`src/tnet_ram.sv`:
```
// Generic single-write, single-read RAM with registered read data.
// No dependencies.
module tnet_ram #(
  parameter int WIDTH = 8,
  parameter int DEPTH = 64,
  localparam int AW = (DEPTH > 1) ? $clog2(DEPTH) : 1
) (
  input  logic             clk,
  input  logic             we,
  input  logic [AW-1:0]    waddr,
  input  logic [WIDTH-1:0] wdata,
  input  logic [AW-1:0]    raddr,
  output logic [WIDTH-1:0] rdata
);

  logic [WIDTH-1:0] mem [DEPTH];

  always_ff @(posedge clk) begin
    if (we) begin
      mem[waddr] <= wdata;
    end
    rdata <= mem[raddr];
  end

endmodule

```
`config.mk`:
```
export PLATFORM = sky130hd
export DESIGN_NAME = tnet_ram
export DESIGN_NICKNAME = d
export VERILOG_FILES = /design/src/tnet_ram.sv
export SDC_FILE = /design/constraint.sdc
export NUM_CORES = 1
export LEC_CHECK = 0
export ABC_CLOCK_PERIOD_IN_PS = 2000
export BUFFER_PORTS_ARGS = -buffer_cell sky130_fd_sc_hd__clkbuf_2
export CORE_ASPECT_RATIO = 0.8
export CORE_MARGIN = 3
export CORE_UTILIZATION = 56
export DETAILED_ROUTE_END_ITERATION = 7
export PLACE_DENSITY = 0.75
export SLEW_MARGIN = 30
export SYNTH_ARGS = -nofsm -noshare
export SYNTH_HDL_FRONTEND = slang
export SYNTH_SLANG_ARGS = --single-unit
```
`constraint.sdc`:
```
create_clock -name clk -period 2 [get_ports clk]
set_input_delay 0.3 -clock clk [delete_from_list [all_inputs] [get_ports clk]]
set_output_delay 0.3 -clock clk [all_outputs]
set_load 0.05 [all_outputs]
```
# After elaboration in Yosys (flattened, before gate mapping)

Memories as Yosys holds them, arrays and structs flattened. A register that Yosys moved wholly into a read port is not among the register bits.
Index checks and enable logic that the tools add are counted.

Flip-flop bits (word level): 0
RAM bits: 512
Input port bits: 22
Output and inout port bits: 8
Memories kept: 1

Memory list:

| name | depth | bits a word | read ports | clocked after Yosys merged registers in | wr ports | RTL line | source |
|---|---|---|---|---|---|---|---|
| mem  | 64    | 8           | 1          | 1                                       | 1        | 16       | `logic [WIDTH-1:0] mem [DEPTH];` |

Muxes and demuxes: 2

Operators with widths:

| cell    | count |
|---|---|
| $mux W1 | 2 |

# Longest topological paths before layout

Word-level depth: 2
Depth in mapped cells: 9
Gate-level depth less buffers: 5

# Worst setup path before layout

OpenSTA, ideal clock, no wires.

Kind: input -> register
Start point: in raddr[1]
End point: reg rdata[3], read port of mem
Setup time: 0.128 ns
Data arrival time: 1.840 ns
Required time: 1.872 ns
Setup slack: 0.032 ns
Stages: 7
Path buffers: 3
Cells stage by stage: buf_4 -> buf_2 -> buf_2 -> mux4_2 -> mux4_2 -> o21ai_1 -> o41ai_1

RTL lines:

| element     | RTL line | source |
|---|---|---|
| from (decl) | 12       | `input logic [AW-1:0] raddr,` |
| to (decl)   | 13       | `output logic [WIDTH-1:0] rdata` |

==> impl_metrics.toml <==
[clocking]
htree_levels = 2
cts_tree = "yes"
clockBufferDepth = 3
clock_sinks = 520
clk_latency_ns = 0.57
post_cts_buffers = 0
cts-root-buf = "clkbuf_16"
clkTransAtPathRegs_ns = 0.06
numCtsBuffers = 49

[logic_synthesis]
synth_ff_type = "edfxtp_1"
synth-async-reset-ratio_pct = 0
syn_area_per_cell_um2 = 21.5
ys_seq_area_share_pct = 77.0
synth_edf_count = 512
synth_cell_type_count = 40
ys_warn_count = 0
synth_area_um2 = 20200
synthCells = 940
syn-num-nets = 962
synth-seq-cells = 520

[final_layout]
multi_input_area_um2 = 4370
num_antenna_cells = 0
drive_above_1_share_pct = 33.9
num-fill-cells = 2224
seq_area_um2 = 15500
areaGrowthSynthToFinish_pct = 16.2
fin_nets = 1132
fin_area_um2 = 23400

[die]
core_um2 = 35100
ioPinCount = 30
dieHeight_um = 176
start_util_pct = 57.4
rows = 61
dieArea_um2 = 38300
die_w_um = 218

[worst_setup_path]
cpMaxStageDelayCell = "mux4_2"
cp-start-kind = "register"
rr_startpoint = "mem[21][4]$_DFFE_PP_"
cp_max_fo = 1
crit_type = "reg -> reg"
reg2reg_slack_ns = 0.04
rr_endpoint = "rdata[4]$_DFF_P_"
r2r_cells = 6
cp-end-kind = "register"
critPathMaxStageDelay_ns = 0.46
cp.arrival_ns = 2.42
path_cells = "mux4_2 > mux2_2 > o221a_2 > nor3_4 > o32ai_1 > buf_4"
worst-endpoint-required_ns = 2.46

[sta]
fmax_ghz = 0.511
worstMarginPinSlew_ns = 0.767
period_share_pct = 97.9
post-route-min-period_ns = 1.96
grt_setup_unrepaired = "false"
hold_slack_ns = 0.143
slew_headroom_pct = 48.8
slew_violations = 0
setup_viol = 0
finalHoldViolations = 0
fin_worst_skew_ns = 0.0240

[drt]
wl_per_cell_um = 27.7
drc = 0
first_pass_iters = 5
drt_wl_total_mm = 44.9
ant_nets = 0
dr.first_iter.drc_count = 1396
via_per_inst = 6.33
vias = 10238

[placed_design]
placed_area_um2 = 21800
port_buffers = 29
routabilityCongestion = 0.882
dp_hpwl_mm = 27.9

[hold_path]
min_path_cells = 3
worstHoldStart = "raddr[5]"
min_to = "rdata[1]$_DFF_P_"
worstHoldPathType = "in -> reg"

[grt]
antenna_found_initial = 2
grt_overflow = 0
grt_start_max_net_pins = 65
grt_usage_pct = 24.3
grt_pass1_wl_mm = 67.8
grt_pass1_vias = 10307

[run]
max_cap_viol_count = 0

[pwr]
power_per_cell_area_nw_per_um2 = 965
max-vdd-ir-drop_uv = 653
leakage_nw = 7.64

[outcome]
status = "completed"
## metrics by stage
stage | power [mW] | cells | setup TNS [ns] | utilization [%] | worst slack (ns)
2_1_floorplan | 13.0 | 940 | 0 | - | 0.0323
3_3_place_gp | 13.6 | 1531 | -3.72 | 62.0 | -0.699
3_5_place_dp | 13.6 | 1531 | -3.79 | 62.0 | -0.742
4_1_cts | 22.7 | 1617 | 0 | 66.7 | 0.00919
5_1_grt | 23.2 | 1617 | 0 | 66.8 | 0.00168
6_report | 22.6 | 1617 | 0 | 66.8 | 0.0428
## synthesized netlist by cell type, types with 8 or more instances
library cell	instances	area, um2
buf_4	13	97.6
o22ai_1	8	50.1
buf_2	11	55.1
nor2b_1	14	87.6
mux2_2	13	146
dfxtp_1	8	160
nand2_1	19	71.3
nand3_1	13	65.1
clkbuf_1	17	63.8
o221ai_1	8	70.1
nor2_1	83	312
mux2i_1	23	230
mux4_2	126	2840
edfxtp_1	512	15400
## layer usage
| layer | wire length, um | part of all wire, % | vias up | GRT usage (%) |
|---|---|---|---|---|
| li1 | - | - | 4272 | - |
| met5 | 13 | 0.029 | - | 0 |
| met2 | 20900 | 46 | 537 | 36.3 |
| met1 | 18500 | 41 | 5342 | 36.8 |
| met4 | 1100 | 2.4 | 2 | 6.66 |
| met3 | 4420 | 9.8 | 85 | 5.66 |
## sequential cells by signal, indices dropped and copies added, names as in the netlist
name / flops
mem: 512
rdata: 8
## cell type report
class	instances	share of cell area, %
Clock buffer	59	5.48
Timing Repair Buffer	170	5.76
Tap cell	472	2.52
Clock inverter	27	1.31
Multi-Input combinational cell	369	18.7
Sequential cell	520	66.3
## repair_timing
action | in CTS | in global routing
cloned | 0 | 0
pin swaps | 1 | 2
resized for setup | 7 | 7
hold buffers | 0 | 0
setup endpoints to repair | 4 | 5
## where the power goes
part           switching [mW]  internal [mW]
sequential             0.0482           12.1
combinational           0.783          0.517
clock                    3.86           5.34
## cell families (layout without fill, tap and decap cells)
family                 Yosys count  count (layout)  share of synthesized area, %
buffers and inverters           51             256                          1.57
AND/OR/NAND/NOR                153             153                          3.39
multiplexers                   162             162                          15.9
AO/OA/AOI/OAI                   54              54                          2.07
flip-flops                     520             520                          77.0
## critical path: cells and delay by family, from the launching register on
kind / cells / cell delay [ns]
multiplexers: 2 / 0.76
AND/OR/NAND/NOR: 1 / 0.15
AO/OA/AOI/OAI: 2 / 0.42
buffers and inverters: 1 / 0.14
flip-flops: 1 / 0.37
## placed cells by master (no fill, tap or decap), drive strengths merged, types with 4 or more instances in the layout
cell / Yosys / final
edfxtp: 512 / 512
buf: 34 / 143
mux4: 126 / 126
clkbuf: 17 / 86
nor2: 83 / 83
mux2i: 23 / 23
nand2: 19 / 19
clkinv: 0 / 19
nor2b: 14 / 14
nand3: 13 / 13
mux2: 13 / 13
o221ai: 8 / 8
o22ai: 8 / 8
dfxtp: 8 / 8
nand2b: 7 / 7
nor3: 7 / 7
bufinv: 0 / 6
a221oi: 6 / 6
a211oi: 4 / 4
o21ai: 4 / 4
## worst max-delay path by stage
stage | from | end | slack, ns | cells after the start
3_5_place_dp | raddr[0] | rdata[1]$_DFF_P_ | -0.74 | 8
4_1_cts | mem[9][2]$_DFFE_PP_ | rdata[2]$_DFF_P_ | 0.009 | 5
5_1_grt | mem[21][6]$_DFFE_PP_ | rdata[6]$_DFF_P_ | 0.002 | 6
2_1_floorplan | raddr[1] | rdata[3]$_DFF_P_ | 0.03 | 7
3_3_place_gp | raddr[0] | rdata[0]$_DFF_P_ | -0.70 | 8
6_report | mem[21][4]$_DFFE_PP_ | rdata[4]$_DFF_P_ | 0.04 | 6
Note: power is estimated with default switching activity, not from simulation.
